===== src/sv/ossvf_pkg.sv =====
// types, constants and register map shared by the oversampled state-variable filter
`default_nettype none

package ossvf_pkg;

	localparam int CUTOFF_W   = 15;
	localparam int DAMP_W     = 15;
	localparam int ITER_W     = 6;
	localparam int MODE_W     = 3;
	localparam int COEF_W     = 16;
	localparam int W_FRAC     = 16;
	localparam int D_FRAC     = 14;
	localparam int EXTRA_FRAC = 16;
	localparam int APB_DATA_W = 32;
	localparam int APB_ADDR_W = 4;

	localparam logic [CUTOFF_W-1:0] CUTOFF_RESET = 15'd0;
	localparam logic [DAMP_W-1:0]   DAMP_RESET   = 15'd23173;
	localparam logic [ITER_W-1:0]   ITER_RESET   = 6'd5;
	localparam logic [MODE_W-1:0]   MODE_RESET   = 3'd1;

	localparam logic [MODE_W-1:0] MODE_SILENT   = 3'd0;
	localparam logic [MODE_W-1:0] MODE_LOWPASS  = 3'd1;
	localparam logic [MODE_W-1:0] MODE_BANDPASS = 3'd2;
	localparam logic [MODE_W-1:0] MODE_HIGHPASS = 3'd3;
	localparam logic [MODE_W-1:0] MODE_NOTCH    = 3'd4;

	typedef enum logic [1:0] {
		REG_CUTOFF,
		REG_DAMPING,
		REG_ITERATIONS,
		REG_MODE
	} reg_idx_t;

	typedef struct packed {
		logic [CUTOFF_W-1:0] cutoff;
		logic [DAMP_W-1:0]   damping;
		logic [ITER_W-1:0]   iterations;
		logic [MODE_W-1:0]   mode;
	} cfg_t;

	typedef enum logic [1:0] {
		MUL_W_BP,
		MUL_W_HP,
		MUL_D_BP
	} mul_sel_t;

	typedef enum logic [2:0] {
		ST_IDLE,
		ST_MUL_BP,
		ST_UPD_LP,
		ST_UPD_BP,
		ST_MUL_D,
		ST_UPD_HP,
		ST_DONE
	} state_t;

	typedef struct packed {
		logic     load_x;
		logic     mul_en;
		mul_sel_t mul_sel;
		logic     upd_lp;
		logic     upd_bp;
		logic     upd_hp;
		logic     out_load;
	} dp_cmd_t;

endpackage

`default_nettype wire


===== src/sv/ossvf_regs.sv =====
// apb configuration registers of the oversampled state-variable filter
`default_nettype none

module ossvf_regs (
	input  logic                                  clk,
	input  logic                                  arst_n,
	input  logic                                  psel,
	input  logic                                  penable,
	input  logic                                  pwrite,
	input  logic [ossvf_pkg::APB_ADDR_W-1:0]      paddr,
	input  logic [ossvf_pkg::APB_DATA_W-1:0]      pwdata,
	output logic [ossvf_pkg::APB_DATA_W-1:0]      prdata,
	output logic                                  pready,
	output ossvf_pkg::cfg_t                       cfg
);

	ossvf_pkg::cfg_t     cfg_q;
	ossvf_pkg::reg_idx_t idx;
	logic                wr_en;

	assign idx    = ossvf_pkg::reg_idx_t'(paddr[3:2]);
	assign wr_en  = psel && penable && pwrite;
	assign pready = 1'b1;
	assign cfg    = cfg_q;

	always_ff @(posedge clk or negedge arst_n) begin
		if (!arst_n) begin
			cfg_q.cutoff     <= ossvf_pkg::CUTOFF_RESET;
			cfg_q.damping    <= ossvf_pkg::DAMP_RESET;
			cfg_q.iterations <= ossvf_pkg::ITER_RESET;
			cfg_q.mode       <= ossvf_pkg::MODE_RESET;
		end else if (wr_en) begin
			unique case (idx)
				ossvf_pkg::REG_CUTOFF: begin
					cfg_q.cutoff <= pwdata[ossvf_pkg::CUTOFF_W-1:0];
				end
				ossvf_pkg::REG_DAMPING: begin
					cfg_q.damping <= pwdata[ossvf_pkg::DAMP_W-1:0];
				end
				ossvf_pkg::REG_ITERATIONS: begin
					cfg_q.iterations <= pwdata[ossvf_pkg::ITER_W-1:0];
				end
				ossvf_pkg::REG_MODE: begin
					cfg_q.mode <= pwdata[ossvf_pkg::MODE_W-1:0];
				end
			endcase
		end
	end

	always_comb begin
		unique case (idx)
			ossvf_pkg::REG_CUTOFF:     prdata = ossvf_pkg::APB_DATA_W'(cfg_q.cutoff);
			ossvf_pkg::REG_DAMPING:    prdata = ossvf_pkg::APB_DATA_W'(cfg_q.damping);
			ossvf_pkg::REG_ITERATIONS: prdata = ossvf_pkg::APB_DATA_W'(cfg_q.iterations);
			ossvf_pkg::REG_MODE:       prdata = ossvf_pkg::APB_DATA_W'(cfg_q.mode);
		endcase
	end

endmodule

`default_nettype wire


===== src/sv/ossvf_ctrl.sv =====
// sequencing state machine of the oversampled state-variable filter
`default_nettype none

module ossvf_ctrl (
	input  logic                            clk,
	input  logic                            arst_n,
	input  logic [ossvf_pkg::ITER_W-1:0]    iterations,
	input  logic                            s_tvalid,
	output logic                            s_tready,
	output logic                            m_tvalid,
	input  logic                            m_tready,
	output ossvf_pkg::dp_cmd_t              cmd
);

	ossvf_pkg::state_t             state_q;
	ossvf_pkg::state_t             state_d;
	logic [ossvf_pkg::ITER_W-1:0]  iter_q;
	logic                          out_valid_q;
	logic                          last_iter;

	assign last_iter = (iter_q == (iterations - ossvf_pkg::ITER_W'(1)));
	assign m_tvalid  = out_valid_q;

	always_ff @(posedge clk or negedge arst_n) begin
		if (!arst_n) begin
			state_q <= ossvf_pkg::ST_IDLE;
		end else begin
			state_q <= state_d;
		end
	end

	always_ff @(posedge clk or negedge arst_n) begin
		if (!arst_n) begin
			iter_q <= '0;
		end else if (cmd.load_x) begin
			iter_q <= '0;
		end else if (cmd.upd_hp && !last_iter) begin
			iter_q <= iter_q + ossvf_pkg::ITER_W'(1);
		end
	end

	// result register, a new load wins over the drain
	always_ff @(posedge clk or negedge arst_n) begin
		if (!arst_n) begin
			out_valid_q <= 1'b0;
		end else if (cmd.out_load) begin
			out_valid_q <= 1'b1;
		end else if (m_tready) begin
			out_valid_q <= 1'b0;
		end
	end

	always_comb begin
		state_d  = state_q;
		cmd      = '0;
		s_tready = 1'b0;
		unique case (state_q)
			ossvf_pkg::ST_IDLE: begin
				s_tready = 1'b1;
				if (s_tvalid) begin
					cmd.load_x = 1'b1;
					if (iterations == '0) begin
						state_d = ossvf_pkg::ST_DONE;
					end else begin
						state_d = ossvf_pkg::ST_MUL_BP;
					end
				end
			end
			ossvf_pkg::ST_MUL_BP: begin
				cmd.mul_en  = 1'b1;
				cmd.mul_sel = ossvf_pkg::MUL_W_BP;
				state_d     = ossvf_pkg::ST_UPD_LP;
			end
			ossvf_pkg::ST_UPD_LP: begin
				cmd.upd_lp  = 1'b1;
				cmd.mul_en  = 1'b1;
				cmd.mul_sel = ossvf_pkg::MUL_W_HP;
				state_d     = ossvf_pkg::ST_UPD_BP;
			end
			ossvf_pkg::ST_UPD_BP: begin
				cmd.upd_bp = 1'b1;
				state_d    = ossvf_pkg::ST_MUL_D;
			end
			ossvf_pkg::ST_MUL_D: begin
				cmd.mul_en  = 1'b1;
				cmd.mul_sel = ossvf_pkg::MUL_D_BP;
				state_d     = ossvf_pkg::ST_UPD_HP;
			end
			ossvf_pkg::ST_UPD_HP: begin
				cmd.upd_hp = 1'b1;
				if (last_iter) begin
					state_d = ossvf_pkg::ST_DONE;
				end else begin
					// bandpass is final here, so the next lowpass product starts now
					cmd.mul_en  = 1'b1;
					cmd.mul_sel = ossvf_pkg::MUL_W_BP;
					state_d     = ossvf_pkg::ST_UPD_LP;
				end
			end
			ossvf_pkg::ST_DONE: begin
				if (!out_valid_q || m_tready) begin
					cmd.out_load = 1'b1;
					state_d      = ossvf_pkg::ST_IDLE;
				end
			end
			default: begin
				state_d = ossvf_pkg::ST_IDLE;
			end
		endcase
	end

endmodule

`default_nettype wire


===== src/sv/ossvf_dp.sv =====
// integrators, shared multiplier and output stage of the oversampled state-variable filter
`default_nettype none

module ossvf_dp #(
	parameter int SAMPLE_WIDTH = 16,
	parameter int ACC_WIDTH    = 32
) (
	input  logic                      clk,
	input  logic                      arst_n,
	input  ossvf_pkg::cfg_t           cfg,
	input  ossvf_pkg::dp_cmd_t        cmd,
	input  logic [SAMPLE_WIDTH-1:0]   sample_in,
	output logic [SAMPLE_WIDTH-1:0]   sample_out
);

	localparam int PROD_W = ACC_WIDTH + ossvf_pkg::COEF_W;
	localparam int XS_W   = SAMPLE_WIDTH + ossvf_pkg::EXTRA_FRAC;
	localparam int BASE_W = (ACC_WIDTH > XS_W) ? ACC_WIDTH : XS_W;
	localparam int SUM_W  = BASE_W + 4;
	localparam int TAP_W  = ((ACC_WIDTH + 1 > XS_W) ? ACC_WIDTH + 1 : XS_W) + 1;
	localparam int Y_W    = TAP_W - ossvf_pkg::EXTRA_FRAC;

	logic signed [ACC_WIDTH-1:0]     lp_q;
	logic signed [ACC_WIDTH-1:0]     bp_q;
	logic signed [ACC_WIDTH-1:0]     hp_q;
	logic signed [SAMPLE_WIDTH-1:0]  x_q;
	logic signed [PROD_W-1:0]        prod_q;
	logic [SAMPLE_WIDTH-1:0]         out_q;

	logic signed [ACC_WIDTH-1:0]       mul_a;
	logic signed [ossvf_pkg::COEF_W-1:0] mul_b;
	logic signed [SUM_W-1:0]           prod_w;
	logic signed [SUM_W-1:0]           prod_d;
	logic signed [SUM_W-1:0]           x_ext;
	logic signed [SUM_W-1:0]           lp_sum;
	logic signed [SUM_W-1:0]           bp_sum;
	logic signed [SUM_W-1:0]           hp_sum;
	logic signed [TAP_W-1:0]           tap;
	logic signed [Y_W-1:0]             tap_sh;

	function automatic logic [ACC_WIDTH-1:0] sat_acc(input logic [SUM_W-1:0] v);
		logic [SUM_W-ACC_WIDTH:0] top;
		logic [ACC_WIDTH-1:0]     r;
		top = v[SUM_W-1:ACC_WIDTH-1];
		if ((&top) || !(|top)) begin
			r = v[ACC_WIDTH-1:0];
		end else if (v[SUM_W-1]) begin
			r = {1'b1, {(ACC_WIDTH-1){1'b0}}};
		end else begin
			r = {1'b0, {(ACC_WIDTH-1){1'b1}}};
		end
		return r;
	endfunction

	function automatic logic [SAMPLE_WIDTH-1:0] sat_out(input logic [Y_W-1:0] v);
		logic [Y_W-SAMPLE_WIDTH:0] top;
		logic [SAMPLE_WIDTH-1:0]   r;
		top = v[Y_W-1:SAMPLE_WIDTH-1];
		if ((&top) || !(|top)) begin
			r = v[SAMPLE_WIDTH-1:0];
		end else if (v[Y_W-1]) begin
			r = {1'b1, {(SAMPLE_WIDTH-1){1'b0}}};
		end else begin
			r = {1'b0, {(SAMPLE_WIDTH-1){1'b1}}};
		end
		return r;
	endfunction

	always_comb begin
		mul_a = bp_q;
		mul_b = $signed({1'b0, cfg.cutoff});
		unique case (cmd.mul_sel)
			ossvf_pkg::MUL_W_BP: begin
				mul_a = bp_q;
				mul_b = $signed({1'b0, cfg.cutoff});
			end
			ossvf_pkg::MUL_W_HP: begin
				mul_a = hp_q;
				mul_b = $signed({1'b0, cfg.cutoff});
			end
			ossvf_pkg::MUL_D_BP: begin
				mul_a = bp_q;
				mul_b = $signed({1'b0, cfg.damping});
			end
			default: begin
				mul_a = bp_q;
				mul_b = $signed({1'b0, cfg.cutoff});
			end
		endcase
	end

	always_ff @(posedge clk) begin
		if (cmd.mul_en) begin
			prod_q <= PROD_W'(mul_a * mul_b);
		end
	end

	always_ff @(posedge clk) begin
		if (cmd.load_x) begin
			x_q <= $signed(sample_in);
		end
	end

	// products scaled down by arithmetic shift, rounding towards minus infinity
	assign prod_w = SUM_W'($signed(prod_q[PROD_W-1:ossvf_pkg::W_FRAC]));
	assign prod_d = SUM_W'($signed(prod_q[PROD_W-1:ossvf_pkg::D_FRAC]));
	assign x_ext  = SUM_W'($signed({x_q, {ossvf_pkg::EXTRA_FRAC{1'b0}}}));
	assign lp_sum = SUM_W'(lp_q) - prod_w;
	assign bp_sum = SUM_W'(bp_q) - prod_w;
	assign hp_sum = prod_d - SUM_W'(lp_q) - x_ext;

	always_ff @(posedge clk or negedge arst_n) begin
		if (!arst_n) begin
			lp_q <= '0;
			bp_q <= '0;
			hp_q <= '0;
		end else begin
			if (cmd.upd_lp) begin
				lp_q <= $signed(sat_acc(lp_sum));
			end
			if (cmd.upd_bp) begin
				bp_q <= $signed(sat_acc(bp_sum));
			end
			if (cmd.upd_hp) begin
				hp_q <= $signed(sat_acc(hp_sum));
			end
		end
	end

	always_comb begin
		unique case (cfg.mode)
			ossvf_pkg::MODE_LOWPASS:  tap = TAP_W'(lp_q);
			ossvf_pkg::MODE_BANDPASS: tap = TAP_W'(bp_q);
			ossvf_pkg::MODE_HIGHPASS: tap = TAP_W'(hp_q);
			ossvf_pkg::MODE_NOTCH:    tap = TAP_W'(hp_q) + TAP_W'(lp_q);
			default:                  tap = '0;
		endcase
	end

	assign tap_sh = tap[TAP_W-1:ossvf_pkg::EXTRA_FRAC];

	always_ff @(posedge clk) begin
		if (cmd.out_load) begin
			out_q <= sat_out(tap_sh);
		end
	end

	assign sample_out = out_q;

endmodule

`default_nettype wire


===== src/sv/oversampled_state_variable_filter_unit.sv =====
// top level of the oversampled state-variable filter
`default_nettype none

// Oversampled state-variable filter. Each sample taken on the s_ stream is run through
// 'iterations' passes of a lowpass/bandpass/highpass integrator loop; the output picked
// by the mode register (a tap, the notch sum or zero) leaves on the m_ stream saturated to
// the sample width. One multiplier is shared by the three dependent products of a pass, so
// a pass steps through UPD_LP, UPD_BP, MUL_D and UPD_HP, and no sample is taken while one
// is in work. A finished sample waits in the output register, and the next one is only
// taken after it has moved there. Coefficients are to be written over APB while the filter
// is idle, which the block itself does not enforce: cutoff 0x0, damping 0x4, iterations 0x8, mode 0xC.
module oversampled_state_variable_filter_unit #(
	parameter int SAMPLE_WIDTH = 16,
	parameter int ACC_WIDTH    = 32
) (
	input  logic                                  clk,
	input  logic                                  arst_n,
	input  logic                                  psel,
	input  logic                                  penable,
	input  logic                                  pwrite,
	input  logic [ossvf_pkg::APB_ADDR_W-1:0]      paddr,
	input  logic [ossvf_pkg::APB_DATA_W-1:0]      pwdata,
	output logic [ossvf_pkg::APB_DATA_W-1:0]      prdata,
	output logic                                  pready,
	input  logic                                  s_tvalid,
	output logic                                  s_tready,
	input  logic [((SAMPLE_WIDTH+7)/8)*8-1:0]     s_tdata,   // sample_in
	output logic                                  m_tvalid,
	input  logic                                  m_tready,
	output logic [((SAMPLE_WIDTH+7)/8)*8-1:0]     m_tdata    // sample_out
);

	localparam int DATA_W = ((SAMPLE_WIDTH + 7) / 8) * 8;

	ossvf_pkg::cfg_t           cfg;
	ossvf_pkg::dp_cmd_t        cmd;
	logic [SAMPLE_WIDTH-1:0]   sample_out;

	ossvf_regs u_regs (
		.clk     (clk),
		.arst_n  (arst_n),
		.psel    (psel),
		.penable (penable),
		.pwrite  (pwrite),
		.paddr   (paddr),
		.pwdata  (pwdata),
		.prdata  (prdata),
		.pready  (pready),
		.cfg     (cfg)
	);

	ossvf_ctrl u_ctrl (
		.clk        (clk),
		.arst_n     (arst_n),
		.iterations (cfg.iterations),
		.s_tvalid   (s_tvalid),
		.s_tready   (s_tready),
		.m_tvalid   (m_tvalid),
		.m_tready   (m_tready),
		.cmd        (cmd)
	);

	ossvf_dp #(
		.SAMPLE_WIDTH (SAMPLE_WIDTH),
		.ACC_WIDTH    (ACC_WIDTH)
	) u_dp (
		.clk        (clk),
		.arst_n     (arst_n),
		.cfg        (cfg),
		.cmd        (cmd),
		.sample_in  (s_tdata[SAMPLE_WIDTH-1:0]),
		.sample_out (sample_out)
	);

	assign m_tdata = DATA_W'(sample_out);

	a_busy_after_take: assert property (@(posedge clk) disable iff (!arst_n)
		(s_tvalid && s_tready) |=> !s_tready)
		else $error("input taken while a sample is still in work");

	a_no_update_idle: assert property (@(posedge clk) disable iff (!arst_n)
		s_tready |-> !(cmd.upd_lp || cmd.upd_bp || cmd.upd_hp))
		else $error("integrator update while idle");

	a_load_free: assert property (@(posedge clk) disable iff (!arst_n)
		cmd.out_load |-> (!m_tvalid || m_tready))
		else $error("result overwritten before transfer");

	a_load_valid: assert property (@(posedge clk) disable iff (!arst_n)
		cmd.out_load |=> m_tvalid)
		else $error("loaded result not offered");

endmodule

`default_nettype wire


===== config.mk =====
export PLATFORM = sky130hd
export DESIGN_NAME = oversampled_state_variable_filter_unit
export DESIGN_NICKNAME = d
export VERILOG_FILES = /design/src/sv/ossvf_pkg.sv /design/src/sv/ossvf_regs.sv /design/src/sv/ossvf_ctrl.sv /design/src/sv/ossvf_dp.sv /design/src/sv/oversampled_state_variable_filter_unit.sv
export SDC_FILE = /design/constraint.sdc
export NUM_CORES = 2
export LEC_CHECK = 0
export BUFFER_PORTS_ARGS = -buffer_cell sky130_fd_sc_hd__buf_2
export CORE_MARGIN = 8
export CORE_UTILIZATION = 25
export CTS_BUF_LIST = sky130_fd_sc_hd__clkbuf_8
export DETAILED_ROUTE_END_ITERATION = 7
export RECOVER_POWER = 25
export SLEW_MARGIN = 20
export SYNTH_ARGS = -nofsm -noshare
export SYNTH_HDL_FRONTEND = slang
export SYNTH_SLANG_ARGS = --single-unit

===== constraint.sdc =====
create_clock -name clk -period 10.7 [get_ports clk]
set_input_delay 0.535 -clock clk [delete_from_list [all_inputs] [get_ports clk]]
set_output_delay 0.535 -clock clk [all_outputs]
set_load 0.005 [all_outputs]

After elaboration in Yosys (flattened, before gate mapping)
Index checks and enable logic that the tools add are counted.
Storage, ports and cells
  register bits: 225
  input port bits: 59
  output and inout port bits: 51
  logic and storage cells: 102
Operators by class
  add/sub/neg operators: 7
  $mul: 1
  equality and inequality tests: 18
  muxes and demuxes: 31
  reductions and logical operators: 32
Operators by type and width (count)
  32-bit two-way mux: 7
  34-bit one-hot mux with 4 select lines: 1
  32-bit one-hot mux with 4 select lines: 1
  32-bit by 32-bit subtractor with 33-bit output: 2
  32-bit by 16-bit multiplier with 48-bit output: 1
  35-bit by 32-bit subtractor with 36-bit output: 1
  34-bit by 32-bit subtractor with 35-bit output: 1
  32-bit by 32-bit adder with 33-bit output: 1
  16-bit two-way mux: 2
  3-bit one-hot mux with 7 select lines: 1
  15-bit two-way mux: 1
  3-bit two-way mux: 5
  5-bit AND reduction: 3
  5-bit OR reduction: 3
  3-bit by 2-bit equality test with 1-bit output (second input constant): 4
  3-bit equality test (second input constant): 4
  6-bit two-way mux: 2
  3-bit one-hot mux with 4 select lines: 1
  1-bit two-way mux: 10
  2-bit AND reduction: 5
  6-bit by 1-bit adder with 6-bit output (second input constant): 1
  2-bit equality test (second input constant): 3
  3-bit by 1-bit equality test with 1-bit output (second input constant): 2
  6-bit equality test: 1
  other kinds (13): 26

Depth between registers and ports, before layout
  depth after elaboration: 7
  gate-level depth with buffers: 33
  mapped depth without buffers: 29

Cells and area by module
Synthesis repeated with hierarchy kept, for this count alone.
Unflattened totals
  cell total of the unflattened synthesis: 3608
  area, all modules: 32825.2 um^2
By module, submodules not included
  ossvf_dp: times used 1, cells each 3375, area each 30072.6 um^2, sequential area each 4384.2 um^2
  ossvf_regs: times used 1, cells each 143, area each 1959.4 um^2, sequential area each 988.4 um^2
  ossvf_ctrl: times used 1, cells each 90, area each 793.3 um^2, sequential area each 250.2 um^2

Least setup slack after synthesis
OpenSTA, ideal clock, no wires.
  path type: register to register
  start: register u_ctrl.state_q[1]
  end: register u_dp.prod_q[47] (data pin)
  setup time: 0.266 ns
  arrival: 7.689 ns
  data required time: 10.434 ns
  setup slack: 2.745 ns
  cell stages (with the launch flop): 31
  buffers on the path: 5
  period minus slack after synthesis: 7.955 ns
  cell sequence: dfrtp_1 > buf_2 > nor3b_4 > clkbuf_1 > buf_1 > mux2_2 > buf_1 > nand2_1 > fa_1 > fa_1 > fa_1 > inv_1 > fa_1 > fa_1 > inv_1 > fa_1 > inv_1 > ha_1 > clkbuf_1 > a21oi_1 > o21ai_0 > a2111oi_0 > nor2_1 > a21o_1 > a21oi_1 > o21a_1 > nor2_1 > a21oi_2 > o21ai_0 > o41ai_1 > xnor2_1
On the way
  longest elaborated chain between the ends: 5
  elaborated cells between the ends (all ways): 10
  those cells by class: 1 x mul; 6 x eq/ne; 3 x mux
Ends and longest elaborated chain
  from (decl): line ossvf_ctrl.sv:15  | ossvf_pkg::state_t state_q;
  from (signal assigned): line ossvf_ctrl.sv:26  | state_q <= ossvf_pkg::ST_IDLE;
  from (signal assigned): line ossvf_ctrl.sv:28  | state_q <= state_d;
  3-bit equality test, or another cell as far along: line ossvf_ctrl.sv:57  | unique case (state_q)
  3-bit one-hot mux with 4 select lines *: line ossvf_ctrl.sv:57
  2-bit by 1-bit equality test with 1-bit output / 2-bit equality test (equally long branches): line ossvf_dp.sv:72  | unique case (cmd.mul_sel)
  32-bit two-way mux / 15-bit two-way mux (equally long branches): line ossvf_dp.sv:72
  32-bit by 16-bit multiplier with 48-bit output *: line ossvf_dp.sv:94  | prod_q <= PROD_W'(mul_a * mul_b);
  to (signal assigned): line ossvf_dp.sv:94
  to (decl): line ossvf_dp.sv:27  | logic signed [PROD_W-1:0] prod_q;
Mark *: on every way between the ends. The rest lies on a longest branch, timed or not.
A chain may end at the register's enable or synchronous reset.

Worst setup path after layout
Same ends and word-level chain as after synthesis.

==> impl_results.rst <==
.. list-table::
   :header-rows: 1

   * - Metric
     - Value
   * - Critical Path Fanout Max
     - 40
   * - Violations in the final reports
     - capacitance limit, slew limit
   * - Worst path max stage delay
     - 740 ps
   * - Pre-Repair DR Iteration Count
     - 5
   * - Clock sinks
     - 211
   * - Post-layout utilization of the core
     - 27.70%
   * - DR vias
     - 25900
   * - Max-slew headroom
     - -223.7%
   * - Post-route DRC
     - 0
   * - End of the worst hold path
     - u_dp.x_q[12]
   * - Final RePlAce weighted congestion
     - 0.9220
   * - Min-delay src
     - s_tdata[12]
   * - Number of cells on the worst hold path
     - 1
   * - Die Span X
     - 376.7 µm
   * - Category of the worst setup path capture point
     - register
   * - H-tree levels
     - 2
   * - Actual slew at the worst max-slew pin
     - 4855 ps
   * - Number of slew-limit violations in the final report
     - 84
   * - Maxcap violations
     - 1
   * - Netlist area before placement
     - 32530 µm²
   * - TritonCTS clock tree
     - built
   * - Gr usage total
     - 13.67%
   * - FF-to-FF Start
     - u_ctrl.state_q[1]
   * - Count of nets after finishing
     - 4515
   * - Post-synthesis sequential area ratio
     - 17.29%
   * - Number of global-route vias before repair
     - 26510
   * - Synthesis-to-finish area growth
     - 10.11%
   * - Setup_tns
     - 0 ps
   * - Largest buffer count on any clock path
     - 3
   * - Number of distinct library cells after synthesis
     - 80
   * - Number of synthesized register bits
     - 211
   * - Status
     - finished, violations left
   * - Root cell of the clock tree
     - sky130_fd_sc_hd__clkbuf_8
   * - Violation count after the first detailed-routing iteration
     - 2028
   * - Final Cycle Share
     - 85.67%
   * - Data arrival at the endpoint of the critical path
     - 9520 ps
   * - Tmin final
     - 9167 ps
   * - Final-report setup violation count
     - 0
   * - Resized cells post-CTS
     - 0
   * - Standard-cell rows
     - 132
   * - Chip height
     - 376.7 µm
   * - Worst Hold Class
     - primary input to register
   * - Wire length of the first global-routing pass
     - 153500 µm
   * - Slowest cell on the critical path
     - sky130_fd_sc_hd__or3b_4
   * - Critical path startpoint category
     - register
   * - Required time of the critical path
     - 11060 ps
   * - Highest attainable clock frequency
     - 109.1 MHz
   * - Maximum number of pins on one net before global-route repair
     - 84
   * - Layout cell share with drive strength beyond 1
     - 7.795%
   * - Number of hold violations in the final report
     - 0
   * - Top cell by count, worst path
     - sky130_fd_sc_hd__fa_1
   * - Area of the die
     - 141900 µm²
   * - Reg2reg setup slack
     - 1530 ps
   * - Average size of a mapped cell
     - 8.825 µm²
   * - WL per Instance
     - 18.08 µm
   * - Clock Skew
     - 58.75 ps
   * - RSZ-0062 raised after global routing
     - false
   * - Initial standard-cell utilization of the core
     - 25.15%
   * - Vias per cell
     - 4.707
   * - Worst-case reg-to-reg path depth
     - 26
   * - Detailed-placement wirelength estimate
     - 80080 µm
   * - Yosys synthesis warning count
     - 0
   * - Kind of critical path
     - register to register
   * - Number of CTS-inserted buffers
     - 43
   * - I/O pin count
     - 110
   * - Count of nets left with antenna violations after detail routing
     - 0
   * - Total of buffers placed on input and output ports
     - 72
   * - Buffers inserted by post-CTS timing repair
     - 0
   * - Initial antenna violation count
     - 2
   * - Top FF cell, synth
     - sky130_fd_sc_hd__dfrtp_1
   * - Count of mapped cells out of synthesis
     - 3686
   * - Clock network latency to the later pin of the worst-skew pair
     - 630 ps
   * - Endpoint of the lowest-slack register-to-register path
     - u_dp.prod_q[47]
   * - Total overflow reported by the global router
     - 0
   * - Reg clk slew, reported paths
     - 60 ps
   * - Core Box Area
     - 129300 µm²
   * - Final wirelength
     - 99510 µm
   * - Proportion of register bits with asynchronous set or reset after synthesis
     - 68.72%
   * - Number of enable flip-flop cells after synthesis
     - 66
==> cell families (layout without fill, tap and decap cells) <==
family                     after synthesis  count (layout)  synth area share (%)
muxes                                  116             116                 3.896
adders and majority gates              753             753                 39.74
xor gates and xnor gates               151             151                 4.089
and+or+nand+nor                       1054            1054                 13.60
AOI/OAI and AO/OA                      664             664                 12.65
other                                    2              20               0.02309
DFF                                    211             211                 17.29
buffers and inverters                  735             792                 8.712
==> cell usage in the layout, fill, tap and decap left out, types with 44 or more instances in the layout <==
cell	instances
sky130_fd_sc_hd__xor2_1	44
sky130_fd_sc_hd__a21o_1	105
sky130_fd_sc_hd__a21oi_1	202
sky130_fd_sc_hd__xnor2_1	106
sky130_fd_sc_hd__o21ai_0	173
sky130_fd_sc_hd__mux2i_1	49
sky130_fd_sc_hd__nor2_1	363
sky130_fd_sc_hd__fa_1	474
sky130_fd_sc_hd__buf_4	48
sky130_fd_sc_hd__inv_1	602
sky130_fd_sc_hd__buf_2	65
sky130_fd_sc_hd__dfrtp_1	135
sky130_fd_sc_hd__mux2_2	55
sky130_fd_sc_hd__ha_1	258
sky130_fd_sc_hd__nand2_1	505
sky130_fd_sc_hd__edfxtp_1	66
sky130_fd_sc_hd__clkbuf_8	45
==> sequential cells by signal, summed over array words and instances (netlist names) <==
register and flops:
u_regs.cfg 39, u_dp.prod_q 34, u_dp.bp_q 32, u_dp.hp_q 32
u_dp.lp_q 32, u_dp.sample_out 16, u_dp.x_q 16, u_ctrl.iter_q 6
u_ctrl.state_q 3, u_ctrl.m_tvalid 1
==> synth_stat cells (all sizes together) (4+ instances only) <==
master,number,share of area (%)
o31a,5,0.13
nor3b,4,0.13
edfxtp,66,6.1
xnor2,106,2.9
xor2,45,1.2
fa,474,29
nand3,24,0.37
a311oi,4,0.16
maj3,21,0.65
o22ai,13,0.25
and2,9,0.17
ha,258,9.9
a31o,4,0.11
a21o,106,2.5
and4,6,0.16
o211ai,6,0.15
o31ai,5,0.12
inv,590,6.8
a31oi,21,0.42
o21a,17,0.39
mux2i,58,1.8
nor2b,35,0.67
o21bai,14,0.33
a21oi,208,3.2
a21boi,8,0.18
or3,6,0.12
nor2,365,4.2
clkbuf,106,1.2
or2,10,0.19
nand4,17,0.33
dfstp,10,0.81
o21ai,181,2.8
mux2,55,1.9
dfrtp,135,10
a22oi,20,0.46
nor3,22,0.35
nor4,4,0.096
nand2b,24,0.46
and3,14,0.27
o2111ai,4,0.11
a211oi,21,0.48
nand2,505,5.8
buf,39,0.68
==> layout make-up <==
class | instances | area (µm²)
well taps | 1742 | 2180
clock buffers | 45 | 619.3
clock inverters | 35 | 187.7
multi-input cells | 2756 | 24260
inverters | 590 | 2215
diodes | 2 | 5.005
repair buffers | 122 | 725.7
fillers | 13770 | 93500
flip-flops and latches | 211 | 5623
==> metal layers <==
metal	track usage (%)	wire, µm	vias up
met5	0	0	-
met4	4.560	3682	0
met3	2.604	7725	187
met2	21.80	44270	857
met1	18.60	43830	12930
li1	-	-	11930
==> worst max-delay path by stage <==
stage / to / cells past startpoint / from
global placement: u_dp.prod_q[47] / 26 / u_ctrl.state_q[1]
floorplan: u_dp.prod_q[47] / 30 / u_ctrl.state_q[1]
global route: u_dp.prod_q[47] / 26 / u_ctrl.state_q[1]
detailed placement: u_dp.prod_q[47] / 26 / u_ctrl.state_q[1]
CTS: u_dp.prod_q[47] / 26 / u_ctrl.state_q[1]
finish: u_dp.prod_q[47] / 26 / u_ctrl.state_q[1]
==> critical path: cells and delay by family (launching register included) <==
kind                       cells  cell delay, ps
DFF                            1             610
adders and majority gates      7            3410
and+or+nand+nor                5            1410
xor gates and xnor gates       1             120
buffers and inverters          4             660
AOI/OAI and AO/OA              9            2630
==> through the flow <==
step           worst slack (ps)  cells  area, µm²  hold WS [ps]
3_5_place_dp               1649   5420      35000         506.2
6_report                   1533   5503      35820         90.90
5_1_grt                    1158   5502      35820         49.56
2_1_floorplan              2745   3702      32590         239.4
4_1_cts                    1584   5501      35820         51.64
3_3_place_gp               1712   5420      35000         502.5
==> timing repair <==
action                                  CTS  global route
endpoints found under the setup margin    0             0
endpoints found under the hold margin     5             0
hold buffers                              1             0
Power is left out: the tool's default activity adds up to more than one toggle a clock period on the data nets, which glitch-free logic cannot reach.
